[src/sv/dbs_pkg.sv]
// Package for the descending bubble sorter: payload type and default capacity.
// No dependencies; compile first.
`default_nettype none

package dbs_pkg;

    localparam int SCORE_W = 32;
    localparam int DEFAULT_MAX_ITEMS = 16;

    typedef logic signed [SCORE_W-1:0] score_t;

endpackage

`default_nettype wire

[src/sv/dbs_if.sv]
// Valid/ready channel interfaces for the sorter's input and result items.
// Depends on dbs_pkg.
`default_nettype none

interface dbs_in_if;
    logic            valid;
    logic            ready;
    dbs_pkg::score_t score;
    logic            last;

    modport source (output valid, output score, output last, input ready);
    modport sink   (input valid, input score, input last, output ready);
endinterface

interface dbs_out_if;
    logic            valid;
    logic            ready;
    dbs_pkg::score_t sorted_value;
    logic            last_res;
    logic            overflow;

    modport source (output valid, output sorted_value, output last_res, output overflow,
                    input ready);
    modport sink   (input valid, input sorted_value, input last_res, input overflow,
                    output ready);
endinterface

`default_nettype wire

[src/sv/descending_bubble_sorter_core.sv]
// Descending bubble sorter: collects a set of signed values, sorts, emits largest first.
// Depends on dbs_pkg, dbs_if (dbs_in_if, dbs_out_if) and dbs_ram.
// Load: one value per cycle. Sort: each pass issues a read of entry 0, captures it,
//   compares once per entry and writes back, bound by the single compare unit and read port.
// Emit: each result is read from the RAM, then presented. Input is not ready from the
//   marked value until the final result is taken. Reset clears state, count, flag, index and limit.
`default_nettype none

module descending_bubble_sorter_core #(
    parameter int MAX_ITEMS = dbs_pkg::DEFAULT_MAX_ITEMS
) (
    input  wire logic  clk,
    input  wire logic  rst_n,
    dbs_in_if.sink     values,
    dbs_out_if.source  sorted
);

    import dbs_pkg::*;

    localparam int AW = $clog2(MAX_ITEMS);
    localparam int CW = $clog2(MAX_ITEMS + 1);

    // Sequencer states, one-hot.
    typedef enum logic [6:0] {
        S_LOAD = 7'b0000001,  // collect values of the set
        S_RD0  = 7'b0000010,  // issue read of entry 0 for a new pass
        S_LD0  = 7'b0000100,  // capture entry 0 as the carried value
        S_CMP  = 7'b0001000,  // compare carried value with the next entry
        S_WB   = 7'b0010000,  // write the carried value at the end of the pass
        S_ERD  = 7'b0100000,  // issue read of the next result
        S_EOUT = 7'b1000000   // present the result until taken
    } state_t;

    state_t          state_reg, state_next;
    logic [CW-1:0]   fill_reg, fill_next;
    logic            ovf_reg, ovf_next;
    logic [AW-1:0]   idx_reg, idx_next;
    logic [AW-1:0]   lim_reg, lim_next;
    score_t          carry_reg, carry_next;

    logic            ram_we;
    logic [AW-1:0]   ram_waddr;
    score_t          ram_wdata;
    logic            ram_re;
    logic [AW-1:0]   ram_raddr;
    logic [SCORE_W-1:0] ram_rdata;
    score_t          rd_value;

    logic            in_acc;
    logic            out_acc;
    logic            full;
    logic            is_last_out;

    dbs_ram #(
        .WIDTH (SCORE_W),
        .DEPTH (MAX_ITEMS)
    ) u_store (
        .clk   (clk),
        .we    (ram_we),
        .waddr (ram_waddr),
        .wdata (ram_wdata),
        .re    (ram_re),
        .raddr (ram_raddr),
        .rdata (ram_rdata)
    );

    assign rd_value = ram_rdata;

    assign values.ready = (state_reg == S_LOAD);
    assign in_acc       = values.valid && values.ready;
    assign out_acc      = sorted.valid && sorted.ready;
    assign full         = (fill_reg == CW'(MAX_ITEMS));
    assign is_last_out  = ((CW'(idx_reg) + CW'(1)) == fill_reg);

    // The RAM output register holds the result while the sink stalls.
    assign sorted.valid        = (state_reg == S_EOUT);
    assign sorted.sorted_value = rd_value;
    assign sorted.last_res     = is_last_out;
    assign sorted.overflow     = ovf_reg;

    // Each pass carries the smaller value rightward: one read, one compare and
    // one write per step. Swap only when the carried value is strictly smaller,
    // which keeps equal values in arrival order.
    always_comb
    begin
        state_next = state_reg;
        fill_next  = fill_reg;
        ovf_next   = ovf_reg;
        idx_next   = idx_reg;
        lim_next   = lim_reg;
        carry_next = carry_reg;
        ram_we     = 1'b0;
        ram_waddr  = '0;
        ram_wdata  = values.score;
        ram_re     = 1'b0;
        ram_raddr  = '0;

        unique case (state_reg)
            S_LOAD:
            begin
                if (in_acc)
                begin
                    if (!full)
                    begin
                        ram_we    = 1'b1;
                        ram_waddr = fill_reg[AW-1:0];
                        fill_next = fill_reg + CW'(1);
                    end
                    else
                    begin
                        // Drop the value and flag the set.
                        ovf_next = 1'b1;
                    end
                    if (values.last)
                    begin
                        idx_next = '0;
                        if (fill_next == CW'(1))
                        begin
                            state_next = S_ERD;
                        end
                        else
                        begin
                            lim_next   = AW'(fill_next - CW'(1));
                            state_next = S_RD0;
                        end
                    end
                end
            end
            S_RD0:
            begin
                ram_re     = 1'b1;
                ram_raddr  = '0;
                state_next = S_LD0;
            end
            S_LD0:
            begin
                carry_next = rd_value;
                ram_re     = 1'b1;
                ram_raddr  = AW'(1);
                idx_next   = AW'(1);
                state_next = S_CMP;
            end
            S_CMP:
            begin
                ram_we    = 1'b1;
                ram_waddr = idx_reg - AW'(1);
                if (carry_reg < rd_value)
                begin
                    ram_wdata = rd_value;
                end
                else
                begin
                    ram_wdata  = carry_reg;
                    carry_next = rd_value;
                end
                if (idx_reg == lim_reg)
                begin
                    state_next = S_WB;
                end
                else
                begin
                    // Fetch the next entry while this one is written back.
                    idx_next  = idx_reg + AW'(1);
                    ram_re    = 1'b1;
                    ram_raddr = idx_reg + AW'(1);
                end
            end
            S_WB:
            begin
                ram_we    = 1'b1;
                ram_waddr = lim_reg;
                ram_wdata = carry_reg;
                if (lim_reg == AW'(1))
                begin
                    idx_next   = '0;
                    state_next = S_ERD;
                end
                else
                begin
                    lim_next   = lim_reg - AW'(1);
                    state_next = S_RD0;
                end
            end
            S_ERD:
            begin
                ram_re     = 1'b1;
                ram_raddr  = idx_reg;
                state_next = S_EOUT;
            end
            S_EOUT:
            begin
                if (out_acc)
                begin
                    if (is_last_out)
                    begin
                        // Run complete: clear for the next set.
                        fill_next  = '0;
                        ovf_next   = 1'b0;
                        state_next = S_LOAD;
                    end
                    else
                    begin
                        idx_next   = idx_reg + AW'(1);
                        state_next = S_ERD;
                    end
                end
            end
            default:
            begin
                state_next = S_LOAD;
            end
        endcase
    end

    always_ff @(posedge clk or negedge rst_n)
    begin
        if (!rst_n)
        begin
            state_reg <= S_LOAD;
            fill_reg  <= '0;
            ovf_reg   <= 1'b0;
            idx_reg   <= '0;
            lim_reg   <= '0;
        end
        else
        begin
            state_reg <= state_next;
            fill_reg  <= fill_next;
            ovf_reg   <= ovf_next;
            idx_reg   <= idx_next;
            lim_reg   <= lim_next;
        end
    end

    // Carried value is payload: no reset.
    always_ff @(posedge clk)
    begin
        carry_reg <= carry_next;
    end

endmodule

`default_nettype wire

[src/sv/dbs_ram.sv]
// Generic single-write, single-read RAM with registered read data.
// No dependencies.
`default_nettype none

module dbs_ram #(
    parameter int WIDTH = 32,
    parameter int DEPTH = 16
) (
    input  wire logic                              clk,
    input  wire logic                              we,
    input  wire logic [$clog2(DEPTH)-1:0]          waddr,
    input  wire logic [WIDTH-1:0]                  wdata,
    input  wire logic                              re,
    input  wire logic [$clog2(DEPTH)-1:0]          raddr,
    output      logic [WIDTH-1:0]                  rdata
);

    logic [WIDTH-1:0] mem [DEPTH];

    always_ff @(posedge clk)
    begin
        if (we)
        begin
            mem[waddr] <= wdata;
        end
        if (re)
        begin
            rdata <= mem[raddr];
        end
    end

endmodule

`default_nettype wire

[src/flat_wrapper.sv]
// flat-port wrapper written by rule: the top's interface ports become plain ports
module descending_bubble_sorter_core_flat import dbs_pkg::*;
#(
    parameter int MAX_ITEMS = dbs_pkg::DEFAULT_MAX_ITEMS
)
  (clk, rst_n, values_valid, values_score, values_last, values_ready, sorted_valid, sorted_sorted_value, sorted_last_res, sorted_overflow, sorted_ready);
  dbs_in_if values_i ();
  dbs_out_if sorted_i ();
  input  wire logic clk;
  input  wire logic rst_n;
  input wire logic [$bits(values_i.valid)-1:0] values_valid;
  input wire logic [$bits(values_i.score)-1:0] values_score;
  input wire logic [$bits(values_i.last)-1:0] values_last;
  output wire logic [$bits(values_i.ready)-1:0] values_ready;
  output wire logic [$bits(sorted_i.valid)-1:0] sorted_valid;
  output wire logic [$bits(sorted_i.sorted_value)-1:0] sorted_sorted_value;
  output wire logic [$bits(sorted_i.last_res)-1:0] sorted_last_res;
  output wire logic [$bits(sorted_i.overflow)-1:0] sorted_overflow;
  input wire logic [$bits(sorted_i.ready)-1:0] sorted_ready;
  assign values_i.valid = values_valid;
  assign values_i.score = values_score;
  assign values_i.last = values_last;
  assign values_ready = values_i.ready;
  assign sorted_valid = sorted_i.valid;
  assign sorted_sorted_value = sorted_i.sorted_value;
  assign sorted_last_res = sorted_i.last_res;
  assign sorted_overflow = sorted_i.overflow;
  assign sorted_i.ready = sorted_ready;
  descending_bubble_sorter_core #(.MAX_ITEMS(MAX_ITEMS)) u_core (.clk(clk), .rst_n(rst_n), .values(values_i), .sorted(sorted_i));
endmodule
[config.mk]
export PLATFORM = sky130hd
export DESIGN_NAME = descending_bubble_sorter_core_flat
export DESIGN_NICKNAME = d
export VERILOG_FILES = /design/src/sv/dbs_pkg.sv /design/src/sv/dbs_if.sv /design/src/sv/descending_bubble_sorter_core.sv /design/src/sv/dbs_ram.sv /design/src/flat_wrapper.sv
export SDC_FILE = /design/constraint.sdc
export NUM_CORES = 1
export LEC_CHECK = 0
export BUFFER_PORTS_ARGS = -buffer_cell sky130_fd_sc_hd__buf_2
export CELL_PAD_IN_SITES_DETAIL_PLACEMENT = 1
export CELL_PAD_IN_SITES_GLOBAL_PLACEMENT = 1
export CORE_UTILIZATION = 48
export CTS_CLUSTER_DIAMETER = 100
export DETAILED_ROUTE_END_ITERATION = 16
export PLACE_DENSITY_LB_ADDON = 0.08
export SLEW_MARGIN = 20
export SYNTH_ARGS = -nofsm -noshare
export SYNTH_HDL_FRONTEND = slang
export SYNTH_SLANG_ARGS = --single-unit
[constraint.sdc]
create_clock -name clk -period 4.7 [get_ports clk]
set_clock_uncertainty 0.1 [all_clocks]
set_input_delay 0.94 -clock clk [delete_from_list [all_inputs] [get_ports clk]]
set_output_delay 0.94 -clock clk [all_outputs]
set_load 0.05 [all_outputs]
==> results.py <==
metrics = {
    "yosys": {
        "synth_xor_area_frac": 0.00565,
        "ys.flop_type": "edfxtp_1",
        "synth_fp_nets": 1766,
        "synthesis.instances": 1689,
        "ys_seq_elements": 597,
        "syn_avg_cell_area_um2": 14.7,
        "synth_top_family_by_area": "compound AO/OA/AOI/OAI gates",
        "synth-edff-count": 576,
        "synth_compound_area_frac": 0.109,
        "ys_warn_count": 0,
        "ys_top_cells_by_area": "edfxtp_1 (70%), mux2i_1 (4.3%), a221oi_1 (3.5%), nand2_1 (3.4%), a21oi_1 (2.7%)",
        "seq_area_frac_synth": 0.718,
        "yosys.area.top_type": "edfxtp_1",
        "synth-simple-area-share": 0.0770,
        "ys_types": 66,
        "syn-cell-area_um2": 24800,
        "synthAdderAreaFrac": 0.0202,
        "synth-async-reset-ratio": 0.0352,
        "synthMuxAreaShare": 0.0432,
        "synth_top_area_frac": 0.697,
    },
    "setup_path": {
        "arrival_ps": 3260,
        "max_stage_delay_ps": 680,
        "r2r-start": "u_core.u_store.rdata[31]$_DFFE_PP_",
        "rr_worst_depth": 10,
        "crit_type": "reg2out",
        "crit_cells": 6,
        "worst_setup_path_end_kind": "output pin",
        "worstPathCellList": "ha_1 > nand2b_1 > a31oi_1 > o31ai_1 > a2111oi_2 > buf_2",
        "worst_r2r_endpoint": "u_core.u_store.mem[1][9]$_DFFE_PP_",
        "critical_path.endpoint": "sorted_last_res",
        "cp.required_ps": 3660,
        "ff2ff_setup_slack_ps": 510,
        "cp_slowest_cell": "dfrtp_1",
        "path_delay_family": "compound AO/OA/AOI/OAI gates",
        "cp_max_fo": 10,
        "crit_buf_inv": 1,
        "start_kind": "register",
        "cp-startpoint": "u_core.idx_reg[0]$_DFFE_PN0P_",
    },
    "cts": {
        "htree_levels": 3,
        "clk_pin_slew_ps": 60,
        "cts.sinks": 597,
        "cts_hold_buf": 0,
        "post_cts_resized": 0,
        "clockBufferDepth": 3,
        "cts_tree": "done",
        "clk_latency_ps": 610,
        "cts_made_buffers": 66,
        "root_buffer": "clkbuf_16",
        "cts_setup_buffers": 0,
    },
    "pwr": {
        "power_w": 0.0142,
        "cellPowerDensity_nw_per_um2": 498,
        "power.leakage_nw": 10.8,
        "ir_drop_v": 0.000397,
    },
    "flow_run": {
        "drv_cap": 0,
    },
    "drt": {
        "drt_iter0_drc": 1559,
        "first_pass_iters": 7,
        "viasPerCell": 6.31,
        "wl_um": 73600,
        "antenna_left": 0,
        "wl_per_cell_um": 29.5,
        "drc_errors": 0,
        "vias": 15726,
    },
    "placed_design": {
        "dpl.hpwl_um": 41500,
        "post_dp_cell_area_um2": 26500,
        "io_buffer_count": 72,
        "place_congestion": 0.792,
        "post-place-ws_ps": 601,
    },
    "timing": {
        "period_share": 0.914,
        "setup_viol": 0,
        "tightest_slew_ps": 975,
        "slew_viol_final": 0,
        "min_period_ps": 4300,
        "setup_ws_ps": 402,
        "finalHoldViolCount": 0,
        "finalSetupTns_ps": 0,
        "rsz0062_at_grt": "false",
        "fmax_ghz": 0.233,
        "relSlewSlack": 0.350,
    },
    "cells_and_area": {
        "nets": 1853,
        "fillers": 4748,
        "largest_register_ffs": 512,
        "final_area_um2": 28400,
        "seqCellArea_um2": 17800,
        "diodes": 0,
        "multiInputGateArea_um2": 6580,
        "synthToLayoutAreaGrowth_pct": 14.5,
        "drive_gt1_frac": 0.140,
    },
    "global_route": {
        "antenna_found_initial": 0,
        "grt_max_degree": 80,
        "grt_use_total": 0.283,
        "grt-ovfl-total": 0,
        "grt_pass1_wl_um": 108000,
        "grt_pass1_vias": 16390,
    },
    "floorplanning": {
        "fp.dieH_um": 229,
        "start_util": 0.491,
        "ios": 73,
        "rows": 82,
        "die_w_um": 229,
        "die-area_um2": 52600,
        "design.core.area_um2": 50600,
    },
    "worst_hold_path": {
        "hold_path.class": "in2async",
    },
    "run_status": {
        "outcome": "finished, final reports clean",
    },
}
[per-stage QoR]
step	hold slack, ps	std cells	utilization
5_1_grt	248	2491	0.562
3_3_place_gp	363	2380	0.523
2_1_floorplan	469	1689	-
6_report	215	2491	0.562
4_1_cts	210	2491	0.562
3_5_place_dp	387	2380	0.523
[cell usage in the layout, fill, tap and decap left out, types with 4 or more instances in the layout]
cell type / n
edfxtp_1: 576
nor3_1: 7
a21oi_1: 133
nor2_1: 23
mux2i_1: 107
o31ai_1: 4
clkinv_1: 14
a211oi_1: 5
a31oi_1: 18
xor2_1: 5
o21ai_0: 15
a21o_1: 4
clkbuf_1: 13
buf_12: 22
buf_2: 72
buf_4: 34
a221oi_1: 98
inv_1: 43
ha_1: 40
clkbuf_16: 68
or4_1: 25
a221o_1: 44
xnor2_1: 11
nand4_1: 6
and4b_1: 5
and3_1: 40
nand2_1: 227
dfrtp_1: 20
a311oi_1: 6
a31o_1: 6
or3_1: 4
nor2_4: 17
clkinv_2: 12
nand3_1: 28
[Yosys cell counts (2+ instances only)]
library cell and number:
o22ai_1 2, a21o_1 4, buf_4 7, a211oi_1 5, nand4_1 6, and4_1 2
a221oi_1 98, buf_2 38, inv_1 43, mux2i_1 107, and4b_1 5, or4_1 25
buf_6 2, nand3_1 28, nand2_1 228, a22o_1 3, a31o_1 6, o21ai_0 16
o21ai_1 4, nor2_1 39, nand2b_1 2, o2bb2ai_1 3, a311oi_1 6, a21oi_1 134
o31ai_1 4, edfxtp_1 576, xor2_1 5, nand4b_1 3, dfrtp_1 20, and3_1 40
nor2b_1 2, a31oi_1 19, a2bb2oi_1 4, clkbuf_1 57, ha_1 40, a31o_2 3
nor4_1 3, a32oi_1 4, or3_1 4, a32o_1 2, a221o_1 45, buf_1 5
xnor2_1 11, nor3_1 7
[layer usage]
| metal | part of all wire | vias up | GRT usage |
|---|---|---|---|
| met4 | 0.026 | 0 | 0.0983 |
| met3 | 0.057 | 113 | 0.0430 |
| met5 | 0 | - | 0 |
| li1 | - | 6833 | - |
| met1 | 0.43 | 8255 | 0.389 |
| met2 | 0.48 | 525 | 0.460 |
[final cells by class]
class	instances	area share
repair buffers	128	0.0372
clock inverters	30	0.00696
multi-input cells	939	0.231
inverters	44	0.00599
well taps	672	0.0296
flip-flops and latches	597	0.627
clock buffers	81	0.0616
[logic make-up (layout without fill, tap and decap cells)]
kind of cell               Yosys count  in the layout
muxes                              107            107
and+or+nand+nor                    404            404
AOI/OAI and AO/OA                  372            372
buffers and inverters              153            283
xor gates and xnor gates            16             16
adders and majority gates           40             40
DFF                                597            597
[power breakdown]
part	switching, W	internal, W
combinational	0.00186	0.000816
sequential	0.000268	0.00641
clock	0.00206	0.00274
[worst min path at each step]
stage                                       start  slack [ps]                        endpoint  cells after the start
3_5_place_dp   u_core.u_store.rdata[26]$_DFFE_PP_         390  u_core.carry_reg[26]$_DFFE_PP_                      0
6_report                                    rst_n         210  u_core.fill_reg[2]$_DFFE_PN0P_                      1
5_1_grt                                     rst_n         250  u_core.fill_reg[2]$_DFFE_PN0P_                      1
4_1_cts                                     rst_n         210  u_core.fill_reg[2]$_DFFE_PN0P_                      1
3_3_place_gp   u_core.u_store.rdata[31]$_DFFE_PP_         360  u_core.carry_reg[31]$_DFFE_PP_                      0
2_1_floorplan       u_core.idx_reg[1]$_DFFE_PN0P_         470   u_core.idx_reg[1]$_DFFE_PN0P_                      2
Note: power is estimated with default switching activity, not from simulation.
